[src/rtl/ut2c_pkg.sv]
// shared types, constants and the month table of the epoch to calendar converter
// no dependencies
package ut2c_pkg;

    // total register stages from input to output
    localparam int LATENCY = 7;

    // seconds per day over 128, and floor(2^35 / 675)
    localparam logic [9:0]  DAY_DIV     = 10'd675;
    localparam logic [25:0] DAY_RECIP   = 26'd50903316;
    // seconds per hour over 16, and floor(2^20 / 225)
    localparam logic [7:0]  HOUR_DIV    = 8'd225;
    localparam logic [12:0] HOUR_RECIP  = 13'd4660;
    // seconds per minute over 4, and floor(2^14 / 15)
    localparam logic [3:0]  MIN_DIV     = 4'd15;
    localparam logic [10:0] MIN_RECIP   = 11'd1092;
    // days per four year cycle, and floor(2^26 / 1461)
    localparam logic [10:0] CYCLE_DIV   = 11'd1461;
    localparam logic [15:0] CYCLE_RECIP = 16'd45933;

    // day count of 2100-03-01 from 1970-01-01: from here on 2100 is treated as a leap
    // year whose feb 29 is skipped
    localparam logic [15:0] SKIP_DAY    = 16'd47541;
    // days from 1968-01-01 to 1970-01-01
    localparam logic [15:0] BASE_OFFSET = 16'd731;
    localparam logic [11:0] BASE_YEAR   = 12'd1968;

    typedef struct packed {
        logic [15:0] days;
        logic [16:0] secs;
    } split_t;

    typedef struct packed {
        logic [4:0] hour;
        logic [5:0] minute;
        logic [5:0] second;
    } tod_t;

    typedef struct packed {
        logic [11:0] year;
        logic [3:0]  month;
        logic [4:0]  day;
    } date_t;

    // zero based day of year on which a month starts
    function automatic logic [8:0] month_start(input logic leap, input logic [3:0] month);
        logic [8:0] base;
        case (month)
            4'd1:    base = 9'd0;
            4'd2:    base = 9'd31;
            4'd3:    base = 9'd59;
            4'd4:    base = 9'd90;
            4'd5:    base = 9'd120;
            4'd6:    base = 9'd151;
            4'd7:    base = 9'd181;
            4'd8:    base = 9'd212;
            4'd9:    base = 9'd243;
            4'd10:   base = 9'd273;
            4'd11:   base = 9'd304;
            4'd12:   base = 9'd334;
            default: base = 9'd0;
        endcase
        return base + ((leap && (month > 4'd2)) ? 9'd1 : 9'd0);
    endfunction

endpackage

[src/rtl/unix_time_to_calendar.sv]
// top level of the epoch seconds to gregorian date and time converter
// depends on ut2c_pkg, ut2c_split, ut2c_clock, ut2c_date
//
//  channel | dir | payload
//  s_      | in  | epoch_seconds (32 bits)
//  m_      | out | cal_year, cal_month, cal_day, clock_hour, clock_minute, clock_second
//
// one request enters per cycle while the output is not stalled on m_tready
// the path is the three stage day split followed by the four stage date and clock units
// aresetn clears only the valid bits of the pipeline
// when the output waits on m_tready every stage holds and s_tready drops
module unix_time_to_calendar (
    input  logic        aclk,
    input  logic        aresetn,
    input  logic        s_tvalid,
    output logic        s_tready,
    input  logic [31:0] s_tdata,   // [31:0] epoch_seconds
    output logic        m_tvalid,
    input  logic        m_tready,
    output logic [39:0] m_tdata    // [11:0] cal_year, [15:12] cal_month, [20:16] cal_day,
                                   // [25:21] clock_hour, [31:26] clock_minute,
                                   // [37:32] clock_second, [39:38] zero
);

    logic                              en;
    logic [ut2c_pkg::LATENCY-1:0]      valid_reg;
    logic [ut2c_pkg::LATENCY-1:0]      valid_next;
    ut2c_pkg::split_t                  split;
    ut2c_pkg::tod_t                    tod;
    ut2c_pkg::date_t                   date;

    assign en       = !valid_reg[ut2c_pkg::LATENCY-1] || m_tready;
    assign s_tready = en;
    assign m_tvalid = valid_reg[ut2c_pkg::LATENCY-1];

    assign valid_next = {valid_reg[ut2c_pkg::LATENCY-2:0], s_tvalid};

    always_ff @(posedge aclk) begin
        if (!aresetn) begin
            valid_reg <= '0;
        end else if (en) begin
            valid_reg <= valid_next;
        end
    end

    ut2c_split u_split (
        .aclk          (aclk),
        .en            (en),
        .epoch_seconds (s_tdata),
        .split_out     (split)
    );

    ut2c_clock u_clock (
        .aclk    (aclk),
        .en      (en),
        .secs    (split.secs),
        .tod_out (tod)
    );

    ut2c_date u_date (
        .aclk     (aclk),
        .en       (en),
        .days     (split.days),
        .date_out (date)
    );

    assign m_tdata = {2'b00, tod.second, tod.minute, tod.hour,
                      date.day, date.month, date.year};

endmodule

[src/rtl/ut2c_split.sv]
// splits the epoch count into whole days and seconds of the day, three stages
// depends on ut2c_pkg
module ut2c_split (
    input  logic                 aclk,
    input  logic                 en,
    input  logic [31:0]          epoch_seconds,
    output ut2c_pkg::split_t     split_out
);

    // stage 1: reciprocal multiply of t / 128
    logic [50:0] prod_next;
    logic [15:0] q1_reg;
    logic [24:0] x1_reg;
    logic [6:0]  lo1_reg;

    assign prod_next = 51'(epoch_seconds[31:7]) * 51'(ut2c_pkg::DAY_RECIP);

    always_ff @(posedge aclk) begin
        if (en) begin
            q1_reg  <= prod_next[50:35];
            x1_reg  <= epoch_seconds[31:7];
            lo1_reg <= epoch_seconds[6:0];
        end
    end

    // stage 2: remainder of the estimate, below twice the divisor
    logic [25:0] back_mult;
    logic [24:0] diff;
    logic [10:0] rem2_next;
    logic [10:0] rem2_reg;
    logic [15:0] q2_reg;
    logic [6:0]  lo2_reg;

    assign back_mult = 26'(q1_reg) * 26'(ut2c_pkg::DAY_DIV);
    assign diff      = x1_reg - back_mult[24:0];
    assign rem2_next = diff[10:0];

    always_ff @(posedge aclk) begin
        if (en) begin
            rem2_reg <= rem2_next;
            q2_reg   <= q1_reg;
            lo2_reg  <= lo1_reg;
        end
    end

    // stage 3: one step correction
    logic              corr;
    logic [10:0]       rem_fix;
    ut2c_pkg::split_t  split_next;
    ut2c_pkg::split_t  split_reg;

    always_comb begin
        corr            = (rem2_reg >= 11'(ut2c_pkg::DAY_DIV));
        rem_fix         = corr ? (rem2_reg - 11'(ut2c_pkg::DAY_DIV)) : rem2_reg;
        split_next.days = q2_reg + 16'(corr);
        split_next.secs = {rem_fix[9:0], lo2_reg};
    end

    always_ff @(posedge aclk) begin
        if (en) begin
            split_reg <= split_next;
        end
    end

    assign split_out = split_reg;

endmodule

[src/rtl/ut2c_clock.sv]
// hour, minute and second from the seconds of the day, four stages
// depends on ut2c_pkg
module ut2c_clock (
    input  logic             aclk,
    input  logic             en,
    input  logic [16:0]      secs,
    output ut2c_pkg::tod_t   tod_out
);

    // stage 1: hour estimate from secs / 16
    logic [25:0] hprod;
    logic [5:0]  qh1_reg;
    logic [12:0] xh1_reg;
    logic [3:0]  lo1_reg;

    assign hprod = 26'(secs[16:4]) * 26'(ut2c_pkg::HOUR_RECIP);

    always_ff @(posedge aclk) begin
        if (en) begin
            qh1_reg <= hprod[25:20];
            xh1_reg <= secs[16:4];
            lo1_reg <= secs[3:0];
        end
    end

    // stage 2: remainder of the hour estimate
    logic [13:0] hback;
    logic [12:0] hdiff;
    logic [8:0]  rh2_reg;
    logic [5:0]  qh2_reg;
    logic [3:0]  lo2_reg;

    assign hback = 14'(qh1_reg) * 14'(ut2c_pkg::HOUR_DIV);
    assign hdiff = xh1_reg - hback[12:0];

    always_ff @(posedge aclk) begin
        if (en) begin
            rh2_reg <= hdiff[8:0];
            qh2_reg <= qh1_reg;
            lo2_reg <= lo1_reg;
        end
    end

    // stage 3: hour correction, then minute estimate from the rest / 4
    logic        hcorr;
    logic [8:0]  rh_fix;
    logic [11:0] rest_h;
    logic [20:0] mprod;
    logic [4:0]  hour3_reg;
    logic [5:0]  qm3_reg;
    logic [9:0]  xm3_reg;
    logic [1:0]  lo3_reg;

    always_comb begin
        hcorr  = (rh2_reg >= 9'(ut2c_pkg::HOUR_DIV));
        rh_fix = hcorr ? (rh2_reg - 9'(ut2c_pkg::HOUR_DIV)) : rh2_reg;
        rest_h = {rh_fix[7:0], lo2_reg};
        mprod  = 21'(rest_h[11:2]) * 21'(ut2c_pkg::MIN_RECIP);
    end

    always_ff @(posedge aclk) begin
        if (en) begin
            hour3_reg <= 5'(qh2_reg + 6'(hcorr));
            qm3_reg   <= mprod[19:14];
            xm3_reg   <= rest_h[11:2];
            lo3_reg   <= rest_h[1:0];
        end
    end

    // stage 4: minute remainder with correction gives the second
    logic [9:0]      mback;
    logic [9:0]      mdiff;
    logic [4:0]      rm;
    logic            mcorr;
    logic [4:0]      rm_fix;
    ut2c_pkg::tod_t  tod_next;
    ut2c_pkg::tod_t  tod_reg;

    always_comb begin
        mback           = 10'(qm3_reg) * 10'(ut2c_pkg::MIN_DIV);
        mdiff           = xm3_reg - mback;
        rm              = mdiff[4:0];
        mcorr           = (rm >= 5'(ut2c_pkg::MIN_DIV));
        rm_fix          = mcorr ? (rm - 5'(ut2c_pkg::MIN_DIV)) : rm;
        tod_next.hour   = hour3_reg;
        tod_next.minute = qm3_reg + 6'(mcorr);
        tod_next.second = {rm_fix[3:0], lo3_reg};
    end

    always_ff @(posedge aclk) begin
        if (en) begin
            tod_reg <= tod_next;
        end
    end

    assign tod_out = tod_reg;

endmodule

[src/rtl/ut2c_date.sv]
// year, month and day of month from the day count, four stages
// depends on ut2c_pkg
module ut2c_date (
    input  logic             aclk,
    input  logic             en,
    input  logic [15:0]      days,
    output ut2c_pkg::date_t  date_out
);

    // stage 1: rebase to 1968-01-01, skip feb 29 of 2100, estimate four year cycles
    logic [15:0] dd;
    logic [31:0] cprod;
    logic [15:0] dd1_reg;
    logic [5:0]  qc1_reg;

    always_comb begin
        dd    = days + ut2c_pkg::BASE_OFFSET + 16'(days >= ut2c_pkg::SKIP_DAY);
        cprod = 32'(dd) * 32'(ut2c_pkg::CYCLE_RECIP);
    end

    always_ff @(posedge aclk) begin
        if (en) begin
            dd1_reg <= dd;
            qc1_reg <= cprod[31:26];
        end
    end

    // stage 2: remainder of the cycle estimate
    logic [16:0] cback;
    logic [15:0] cdiff;
    logic [11:0] rc2_reg;
    logic [5:0]  qc2_reg;

    assign cback = 17'(qc1_reg) * 17'(ut2c_pkg::CYCLE_DIV);
    assign cdiff = dd1_reg - cback[15:0];

    always_ff @(posedge aclk) begin
        if (en) begin
            rc2_reg <= cdiff[11:0];
            qc2_reg <= qc1_reg;
        end
    end

    // stage 3: cycle correction, year within the cycle and day of year
    logic        ccorr;
    logic [5:0]  cyc;
    logic [10:0] rc_fix;
    logic [1:0]  yic;
    logic [10:0] yoff;
    logic [10:0] doy_full;
    logic [11:0] year3_reg;
    logic [8:0]  doy3_reg;
    logic        leap3_reg;

    always_comb begin
        ccorr  = (rc2_reg >= 12'(ut2c_pkg::CYCLE_DIV));
        cyc    = qc2_reg + 6'(ccorr);
        rc_fix = ccorr ? 11'(rc2_reg - 12'(ut2c_pkg::CYCLE_DIV)) : rc2_reg[10:0];
        if (rc_fix >= 11'd1096) begin
            yic  = 2'd3;
            yoff = 11'd1096;
        end else if (rc_fix >= 11'd731) begin
            yic  = 2'd2;
            yoff = 11'd731;
        end else if (rc_fix >= 11'd366) begin
            yic  = 2'd1;
            yoff = 11'd366;
        end else begin
            yic  = 2'd0;
            yoff = 11'd0;
        end
        doy_full = rc_fix - yoff;
    end

    always_ff @(posedge aclk) begin
        if (en) begin
            year3_reg <= ut2c_pkg::BASE_YEAR + 12'({cyc, 2'b00}) + 12'(yic);
            doy3_reg  <= doy_full[8:0];
            leap3_reg <= (yic == 2'd0);
        end
    end

    // stage 4: month by parallel compares against the month starts
    logic [3:0]       mcount;
    logic [3:0]       month;
    logic [8:0]       dom;
    ut2c_pkg::date_t  date_next;
    ut2c_pkg::date_t  date_reg;

    always_comb begin
        mcount = 4'd0;
        for (int m = 2; m <= 12; m++) begin
            if (doy3_reg >= ut2c_pkg::month_start(leap3_reg, 4'(m))) begin
                mcount = mcount + 4'd1;
            end
        end
        month           = mcount + 4'd1;
        dom             = doy3_reg - ut2c_pkg::month_start(leap3_reg, month) + 9'd1;
        date_next.year  = year3_reg;
        date_next.month = month;
        date_next.day   = dom[4:0];
    end

    always_ff @(posedge aclk) begin
        if (en) begin
            date_reg <= date_next;
        end
    end

    assign date_out = date_reg;

endmodule

[config.mk]
export PLATFORM = sky130hd
export DESIGN_NAME = unix_time_to_calendar
export DESIGN_NICKNAME = d
export VERILOG_FILES = /design/src/rtl/ut2c_pkg.sv /design/src/rtl/unix_time_to_calendar.sv /design/src/rtl/ut2c_split.sv /design/src/rtl/ut2c_clock.sv /design/src/rtl/ut2c_date.sv
export SDC_FILE = /design/constraint.sdc
export NUM_CORES = 1
export LEC_CHECK = 0
export ABC_AREA = 1
export BUFFER_PORTS_ARGS = -buffer_cell sky130_fd_sc_hd__clkbuf_2
export CORE_UTILIZATION = 30
export DETAILED_ROUTE_END_ITERATION = 12
export GPL_TIMING_DRIVEN = 0
export PLACE_DENSITY_LB_ADDON = 0.12
export SLEW_MARGIN = 25
export SYNTH_ARGS = -nofsm -noshare
export SYNTH_HDL_FRONTEND = slang
export SYNTH_HIERARCHICAL = 1
export SYNTH_SLANG_ARGS = --single-unit
[constraint.sdc]
create_clock -name aclk -period 8.2 [get_ports aclk]
set_clock_uncertainty 0.2 [all_clocks]
set_input_delay 0.82 -clock aclk [delete_from_list [all_inputs] [get_ports aclk]]
set_output_delay 0.82 -clock aclk [all_outputs]
set_load 0.02 [all_outputs]
# Word-level counts from Yosys, hierarchy flattened
# Memories as Yosys holds them, arrays and structs flattened.
# Cells that the tools add are included.
dict set report totals {
  regBits 259
  mem_bits_ro 144
  output_inout_bits 42
  elab_cells 129
  n_memories 1
}
dict set report classes {
  addsub 41
  mul 8
  magnitude_cmp 20
  n_mux 23
  reduce_logical 4
}
# name depth width rd rd_clocked_by_memory_dff write_ports line
set mem_list {}
lappend mem_list {{(name not given)} 16 9 1 0 0 ut2c_pkg.sv:48} ;# case (month)
# op count
set ops {}
lappend ops {{$ge 9x9->1} 10}
lappend ops {{$mul 25x24->49 const B} 1}
lappend ops {{$mux 4} 11}
lappend ops {{$add 4x1->4 const B} 10}
lappend ops {{$add 8x9->9 const A} 4}
lappend ops {{$add 16x1->16} 2}
lappend ops {{$mul 16x16->32 const B} 1}
lappend ops {{$add 9x9->9 const A} 3}
lappend ops {{$mux 9} 3}
lappend ops {{$mul 13x11->24 const B} 1}
lappend ops {{$ge 11x10->1 const B} 2}
lappend ops {{$add 7x9->9 const A} 2}
lappend ops {{$mul 10x9->18 const B} 1}
lappend ops {{$sub 9x9->9} 2}
lappend ops {{$add 16x10->16 const B} 1}
lappend ops {{$ge 16x16->1 const B} 1}
lappend ops {{$mul 16x10->11 const B} 1}
lappend ops {{$add 11x8->12 const A} 1}
lappend ops {{$add 12x2->12} 1}
lappend ops {{$add 6x1->6} 2}
lappend ops {{$ge 12x11->1 const B} 1}
lappend ops {{$mul 6x11->12 const B} 1}
lappend ops {{$sub 12x12->12} 1}
lappend ops {{$ge 11x11->1 const B} 1}
lappend ops {{other kinds (27)} 32}

# Longest topological paths before layout
# Gate-level depths: netlist of the first run.
dict set report depth {
  depth_word 29
  depth_mapped 57
  ltp_nobuf 57
}

# Hierarchy
# Netlist of the first run, hierarchy kept.
# module n_inst cells_per_inst area_per_inst_um2 seq_area_each_um2
set modules_own_cells {}
lappend modules_own_cells {ut2c_split 1 1564 14978.1 3032.9}
lappend modules_own_cells {ut2c_date 1 1291 11693.7 2312.2}
lappend modules_own_cells {ut2c_clock 1 730 7009.2 2162.1}
lappend modules_own_cells {unix_time_to_calendar 1 46 320.3 140.1}

# Worst setup path before layout of the first run
# Ideal clock, no wire load.
dict set report synth_timing {
  path_kind {register to register}
  start {register u_date.doy3_reg[1]}
  end {register u_date.date_reg, in the netlist u_date/date_out[4], data pin}
  setup_ns 0.253
  t_arrival_ns 7.887
  required_time_ns 7.747
  setup_slack_ns -0.141
  path_stages_with_launch 55
  synth_period_minus_slack_ns 8.341
  cell_sequence {edfxtp_1 -> ha_1 -> o31ai_1 -> nand3_1 -> and3_1 -> inv_1 -> ha_1 -> inv_1 -> nand3_1 -> nand2_2 -> inv_1 -> ha_1 -> nand2_1 -> o21ai_0 -> or2_2 -> and2_1 -> ha_1 -> or2_2 -> (+19 left out) -> inv_1 -> nand2_2 -> nand2_4 -> inv_2 -> ha_1 -> inv_1 -> nand2_1 -> o21ai_1 -> inv_1 -> ha_1 -> inv_1 -> ha_1 -> ha_1 -> a21oi_1 -> xnor2_1 -> inv_1 -> nand3_1 -> nand2_1}
}
dict set report synth_via {
  elab_chain_len 29
  word_cells_on_any_way 40
}
# item line
set synth_lines {}
lappend synth_lines {{from (decl)} ut2c_date.sv:52} ;# logic [8:0] doy3_reg;
lappend synth_lines {{from (signal assigned)} ut2c_date.sv:78} ;# doy3_reg <= doy_full[8:0];
lappend synth_lines {{$ge 9x5->1} ut2c_date.sv:93} ;# if (doy3_reg >= ut2c_pkg::month_start(leap3_reg, 4'(m))) begin
lappend synth_lines {{$mux 1} ut2c_date.sv:93}
lappend synth_lines {{$add 1x1->2} ut2c_date.sv:94} ;# mcount = mcount + 4'd1;
lappend synth_lines {{$mux 4} ut2c_date.sv:93}
lappend synth_lines {{$add 4x1->4} ut2c_date.sv:94}
lappend synth_lines {{$mux 4} ut2c_date.sv:93}
lappend synth_lines {{$add 4x1->4} ut2c_date.sv:94}
lappend synth_lines {{$mux 4} ut2c_date.sv:93}
lappend synth_lines {{(+15 left out)} --}
lappend synth_lines {{net u_date.month[2]} ut2c_date.sv:85} ;# logic [3:0] month;
lappend synth_lines {{$gt 4x2->1} ut2c_pkg.sv:63} ;# return base + ((leap && (month > 4'd2)) ? 9'd1 : 9'd0);
lappend synth_lines {{$logic_and 1x1->1} ut2c_pkg.sv:63}
lappend synth_lines {{$mux 1} ut2c_pkg.sv:63}
lappend synth_lines {{$add 5x5->5 *} ut2c_pkg.sv:63}
lappend synth_lines {{$sub 5x5->5 *} ut2c_date.sv:98} ;# dom = doy3_reg - ut2c_pkg::month_start(leap3_reg, month) + 9'd1;
lappend synth_lines {{$add 5x1->5 *} ut2c_date.sv:98}
lappend synth_lines {{net u_date.dom[4]} ut2c_date.sv:86} ;# logic [8:0] dom;
lappend synth_lines {{to (signal assigned)} ut2c_date.sv:106} ;# date_reg <= date_next;
lappend synth_lines {{to (decl)} ut2c_date.sv:88} ;# ut2c_pkg::date_t date_reg;
# The timed path passes the listed nets; every way through them passes the cells marked *.
# A chain may end at the register's enable or synchronous reset.

# Final worst setup path of the first run
dict set report layout_timing {
  start {register u_date.leap3_reg}
  end {register u_date.date_reg, in the netlist u_date/date_out[4], data pin}
}
dict set report layout_via {
  elab_chain_len 29
  word_cells_on_any_way 48
}
# item line
set layout_lines {}
lappend layout_lines {{from (decl)} ut2c_date.sv:53} ;# logic leap3_reg;
lappend layout_lines {{from (signal assigned)} ut2c_date.sv:79} ;# leap3_reg <= (yic == 2'd0);
lappend layout_lines {{$mux 1 *} ut2c_pkg.sv:63}
lappend layout_lines {{$add 6x9->9} ut2c_pkg.sv:63}
lappend layout_lines {{$ge 9x9->1} ut2c_date.sv:93}
lappend layout_lines {{$mux 4} ut2c_date.sv:93}
lappend layout_lines {{$add 4x1->4} ut2c_date.sv:94}
lappend layout_lines {{$mux 4} ut2c_date.sv:93}
lappend layout_lines {{$add 4x1->4} ut2c_date.sv:94}
lappend layout_lines {{$mux 4} ut2c_date.sv:93}
lappend layout_lines {{(+15 left out)} --}
lappend layout_lines {{net u_date.month[2]} ut2c_date.sv:85}
lappend layout_lines {{$gt 4x2->1} ut2c_pkg.sv:63}
lappend layout_lines {{$logic_and 1x1->1} ut2c_pkg.sv:63}
lappend layout_lines {{$mux 1} ut2c_pkg.sv:63}
lappend layout_lines {{$add 5x5->5 *} ut2c_pkg.sv:63}
lappend layout_lines {{$sub 5x5->5 *} ut2c_date.sv:98}
lappend layout_lines {{$add 5x1->5 *} ut2c_date.sv:98}
lappend layout_lines {{net u_date.dom[4]} ut2c_date.sv:86}
# Marks and branches as above.

==> results of run 1 <==
## through the flow
step | instance area [um2] | hold slack (ns) | cells | setup slack (ns) | setup TNS (ns)
6_report | 38500 | 0.211 | 5315 | 0.351 | 0
3_3_place_gp | 36300 | 0.201 | 5207 | -3.17 | -591.24
3_5_place_dp | 36500 | 0.205 | 5212 | -0.840 | -5.40
2_1_floorplan | 34100 | 0.200 | 3632 | 0.00752 | 0
4_1_cts | 38100 | 0.196 | 5301 | 0.00319 | 0
5_1_grt | 38500 | 0.211 | 5315 | -0.0169 | -0.0279
## cell type report
| type | instances | area, um2 |
|---|---|---|
| inverter | 874 | 3300 |
| clock inverter | 23 | 278 |
| fill | 11772 | 74000 |
| buffer | 9 | 73.8 |
| multi-input combinational | 2492 | 23600 |
| sequential | 257 | 7650 |
| tap | 1500 | 1880 |
| clock buffer | 40 | 916 |
| timing repair buffer | 120 | 810 |
## worst reg2reg max path, delay by kind of cell, from the launching register on
family	cells	cell delay (ns)
AO/OA/AOI/OAI	7	0.96
XOR/XNOR	1	0.15
adder cells (fa/ha/maj)	10	2.33
buffers and inverters	9	0.67
flip-flops	1	0.45
AND/OR/NAND/NOR	27	2.83
## cell usage in the layout, fill, tap and decap left out, types with 7 or more instances in the layout
master	Yosys	final
nor2_1	166	162
o21a_1	7	7
clkbuf_2	0	75
ha_4	0	20
nand2_1	501	493
edfxtp_1	250	250
xor2_2	3	7
xor2_1	107	100
o21ai_2	6	9
o21bai_1	14	13
ha_1	706	681
a31oi_1	8	8
inv_1	861	842
nor4_1	8	7
nand3_1	144	139
nand4_1	36	36
nand2_4	16	20
inv_2	12	26
clkbuf_16	0	36
nand2_2	16	20
a21oi_1	162	156
clkinv_1	0	7
xnor2_1	42	40
dfxtp_1	7	7
o21ai_0	96	87
nor2_2	5	8
nand3b_1	9	9
fa_1	320	319
nand3_2	18	20
a21o_1	10	10
buf_4	4	41
o21ai_1	5	9
nor3_1	23	21
## kinds of logic (layout without fill, tap and decap cells)
logic type      after synthesis  count (layout)  share of synthesized area, %
compound gates              339             339                          5.61
xor+xnor                    152             152                          3.98
fa+ha+maj                  1026            1026                          44.8
buf+inv                     883            1066                          9.87
flops                       257             257                          22.5
other cells                   1               2                        0.0110
simple gates                973             973                          13.2
## path summary, 6_finish.rpt
kind | start | end | slack (ns) | cells past startpoint
max | u_date/leap3_reg$_DFFE_PP_ | u_date/date_out[4]$_DFFE_PP_ | 0.35 | 54
max reg2reg | u_date/leap3_reg$_DFFE_PP_ | u_date/date_out[4]$_DFFE_PP_ | 0.35 | 54
min reg2reg | u_clock/lo2_reg[1]$_DFFE_PP_ | u_clock/lo3_reg[1]$_DFFE_PP_ | 0.21 | 0
min | u_clock/lo2_reg[1]$_DFFE_PP_ | u_clock/lo3_reg[1]$_DFFE_PP_ | 0.21 | 0
## repair_timing
| action | in CTS | in global routing |
|---|---|---|
| setup endpoints to repair | 10 | 9 |
| pin swaps | 23 | 36 |
| hold buffers | 0 | 0 |
| setup buffers | 26 | 14 |
| resized for setup | 52 | 74 |
## layer usage
metal | global-route usage [%] | up-vias | routed length [um]
met3 | 1.67 | 70 | 1830
met4 | 2.76 | 0 | 1370
met1 | 18.6 | 11027 | 37200
met5 | 0 | - | 0
met2 | 24.0 | 170 | 36400
li1 | - | 12037 | -
==> flow_summary.yaml, run 1 <==
die:
  die-height_um: 339
  start_util_pct: 30.2
  die-area_um2: 115000
  rows: 123
  dieWidth_um: 339
  design.core.area_um2: 112000
  ioPinCount: 78
setup_path:
  cp.required_ns: 8.30
  cp_max_fo: 5
  critical-path-slowest-cell: "edfxtp_1"
  cp-end-kind: "register"
  critPathBufInv: 9
  cpPeakStageDelay_ns: 0.45
  cp_common_cell: "ha_4"
  crit_type: "register to register"
  crit_family: "simple AND/OR/NAND/NOR gates"
  crit_arrival_ns: 7.95
  start_kind: "register"
grt:
  gr-total-overflow: 0
  grt_pass1_wl_mm: 128
  grt_max_degree: 49
  antenna_found_initial: 0
  grt_pass1_vias: 24980
  grt_use_total_pct: 13.9
cts:
  cts_sinks: 257
  clkLatencyLatePin_ns: 0.55
  clk_pin_slew_ns: 0.05
  cts_buffer_depth: 3
  numCtsBuffers: 35
  cts_tree: "yes"
  cts_max_level: 2
  clockRootBuffer: "clkbuf_16"
final_layout:
  area_growth_pct: 13.3
  drive_gt1_share_pct: 9.91
  largest_reg_flops: 33
  post-route-util_pct: 34.2
  fin_nets: 4851
  diodes: 0
sta:
  period_minus_slack_ns: 7.85
  hold_viol: 0
  setup_viol: 0
  finalCritPeriodShare_pct: 95.7
  drv_slew: 0
  fmax_ghz: 0.127
  worst_slew_pin_slew_ns: 0.835
  relSlewSlack_pct: 44.1
yosys:
  avgSynthCellArea_um2: 9.36
  synth_area_leaders: "ha_1 26%, edfxtp_1 22%, fa_1 19%"
  ys_seq_area_share_pct: 22.5
  yosysMostFrequentCell: "inv_1"
  synth_edf_count: 250
  netlist_area_um2: 34000
  synth_top_area_cell: "ha_1"
  yosysUniqueCellTypes: 58
  synthCells: 3631
  synth_seq_cells: 257
  async_flop_share_pct: 0
  synth_top_area_share_pct: 26.0
  ys.warnings.count: 6
  synthFlopType: "edfxtp_1"
  synth_common_cells: "861 x inv_1, 706 x ha_1, 501 x nand2_1, 320 x fa_1, 250 x edfxtp_1"
drt:
  drt-pass1-iter-count: 5
  vias: 23304
  ant_nets: 0
  drtIter0Drc: 717
  drt_wl_total_mm: 76.8
  drc: 0
  wl_per_cell_um: 14.4
  vias_per_cell: 4.38
place:
  gp_congestion: 0.859
  io_buffers: 75
  hpwl_mm: 64.3
run_status:
  status: "completed"
hold_path:
  min_path_type: "register to register"
flow_run:
  cap_viol_max_count: 0
Power of run 1 is left out: the tool's default activity adds up to more than one toggle a clock period on the data nets, which glitch-free logic cannot reach.
==> run 2: changes to the inputs <==
--- a/config.mk
+++ b/config.mk
@@ -6,12 +6,13 @@
 export NUM_CORES = 1
 export LEC_CHECK = 0
 export ABC_AREA = 1
+export ABC_CLOCK_PERIOD_IN_PS = 8200
 export BUFFER_PORTS_ARGS = -buffer_cell sky130_fd_sc_hd__clkbuf_2
-export CORE_UTILIZATION = 30
+export CORE_UTILIZATION = 34
 export DETAILED_ROUTE_END_ITERATION = 12
 export GPL_TIMING_DRIVEN = 0
 export PLACE_DENSITY_LB_ADDON = 0.12
-export SLEW_MARGIN = 25
+export SLEW_MARGIN = 20
 export SYNTH_ARGS = -nofsm -noshare
 export SYNTH_HDL_FRONTEND = slang
 export SYNTH_HIERARCHICAL = 1
==> flow_summary.yaml, run 2 (synthesized netlist as in run 1, its figures left out) <==
final_layout:
  fillers: 10050
  final_common_cell: "inv_1"
  post-route-util_pct: 38.9
  area_growth_pct: 13.0
  diodes: 0
  design_area_um2: 38400
  largest_reg_flops: 33
  multi_input_area_um2: 23700
  mostFrequentLayoutCells: "837 x inv_1, 679 x ha_1, 487 x nand2_1"
  fin_nets: 4867
  drive_gt1_share_pct: 11.0
  seqCellArea_um2: 7650
drt:
  wl_per_cell_um: 14.5
  drtIter0Drc: 784
  drt_wl_total_mm: 74.0
  drt-pass1-iter-count: 5
  vias: 23263
  vias_per_cell: 4.55
  ant_nets: 0
  drc: 0
grt:
  antenna_found_initial: 0
  grt_max_degree: 56
  grt_pass1_vias: 24380
  gr-total-overflow: 0
  grt_use_total_pct: 15.0
  grt_pass1_wl_mm: 123
setup_path:
  r2r_cells: 55
  cpPeakStageDelay_ns: 0.45
  cp.required_ns: 8.30
  cp-endpoint: "u_date/date_out[4]$_DFFE_PP_"
  r2r_slack_ns: 0.26
  cp-startpoint: "u_date/leap3_reg$_DFFE_PP_"
  rr_startpoint: "u_date/leap3_reg$_DFFE_PP_"
  start_kind: "register"
  critical-path-slowest-cell: "fa_2"
  cp-end-kind: "register"
  crit_arrival_ns: 8.04
  r2r-end: "u_date/date_out[4]$_DFFE_PP_"
  cp_common_cell: "ha_4"
  crit_type: "register to register"
  cp_max_fo: 5
cts:
  cts_max_level: 2
  cts_tree: "yes"
  cts_sinks: 257
  cts_buffer_depth: 3
  clkLatencyLatePin_ns: 0.55
  clockRootBuffer: "clkbuf_16"
  numCtsBuffers: 35
  clk_pin_slew_ns: 0.06
  hold_buffers: 0
sta:
  drv_slew: 0
  setup_viol: 0
  hold_viol: 0
  worst_slew_pin_slew_ns: 0.824
  finalCritPeriodShare_pct: 96.8
  setup_tns_ns: 0
  fmax_ghz: 0.126
  grt_setup_unrepaired: "yes"
  relSlewSlack_pct: 44.9
  period_minus_slack_ns: 7.94
place:
  place_area_um2: 36200
  hpwl_mm: 61.3
  gp_congestion: 0.871
  io_buffers: 75
flow_run:
  cap_viol_max_count: 0
die:
  die-area_um2: 101000
  die-height_um: 318
  rows: 115
  ioPinCount: 78
  dieWidth_um: 318
  start_util_pct: 34.4
  design.core.area_um2: 98700
hold_path:
  min_path_type: "register to register"
run_status:
  status: "completed"
-- run 2: worst min-delay path by stage --
stage | from | end | slack, ns | cells after the start
3_3_place_gp | u_split/split_out[0]$_DFFE_PP_ | u_clock/lo1_reg[0]$_DFFE_PP_ | 0.20 | 0
5_1_grt | s_tdata[4] | u_split/lo1_reg[4]$_DFFE_PP_ | 0.21 | 1
6_report | u_date/year3_reg[9]$_DFFE_PP_ | u_date/date_out[18]$_DFFE_PP_ | 0.21 | 0
4_1_cts | s_tdata[4] | u_split/lo1_reg[4]$_DFFE_PP_ | 0.21 | 1
3_5_place_dp | u_date/year3_reg[3]$_DFFE_PP_ | u_date/date_out[12]$_DFFE_PP_ | 0.20 | 0
2_1_floorplan | u_split/split_out[0]$_DFFE_PP_ | u_clock/lo1_reg[0]$_DFFE_PP_ | 0.20 | 0
-- run 2: what timing repair did --
action	CTS	global route
gates cloned	0	0
pin swaps	23	47
resized for setup	53	92
setup buffers	29	27
endpoints found under the setup margin	10	9
-- run 2: stage by stage --
stage          worst slack, ns  hold WS [ns]  instances
6_report                 0.259         0.213       5116
5_1_grt                -0.0980         0.212       5116
4_1_cts               0.000353         0.205       5089
3_5_place_dp            -0.789         0.205       4999
3_3_place_gp             -3.06         0.201       4994
2_1_floorplan          0.00752         0.200       3632
-- run 2: final cells by class --
class / count / area share (%)
multi-input cells: 2492 / 61.7
flip-flops and latches: 257 / 19.9
inverters: 874 / 8.58
well taps: 1287 / 4.19
repair buffers: 136 / 2.46
clock buffers: 37 / 2.30
clock inverters: 24 / 0.681
plain buffers: 9 / 0.192
-- run 2: worst max-delay path: cells and delay by family, from the launching register on --
kind,cells,cell delay (ns)
xor+xnor,1,0.14
compound gates,7,0.99
simple gates,27,2.84
flops,1,0.44
fa+ha+maj,10,2.44
buf+inv,10,0.61
-- run 2: metal layers --
layer	global-route usage, %	up-vias	part of all wire [%]
li1	-	12058	-
met1	20.0	10951	48
met2	26.2	176	48
met3	1.40	78	2.0
met4	3.54	0	2.1
met5	0	-	0
Power of run 2 is left out for the same reason.
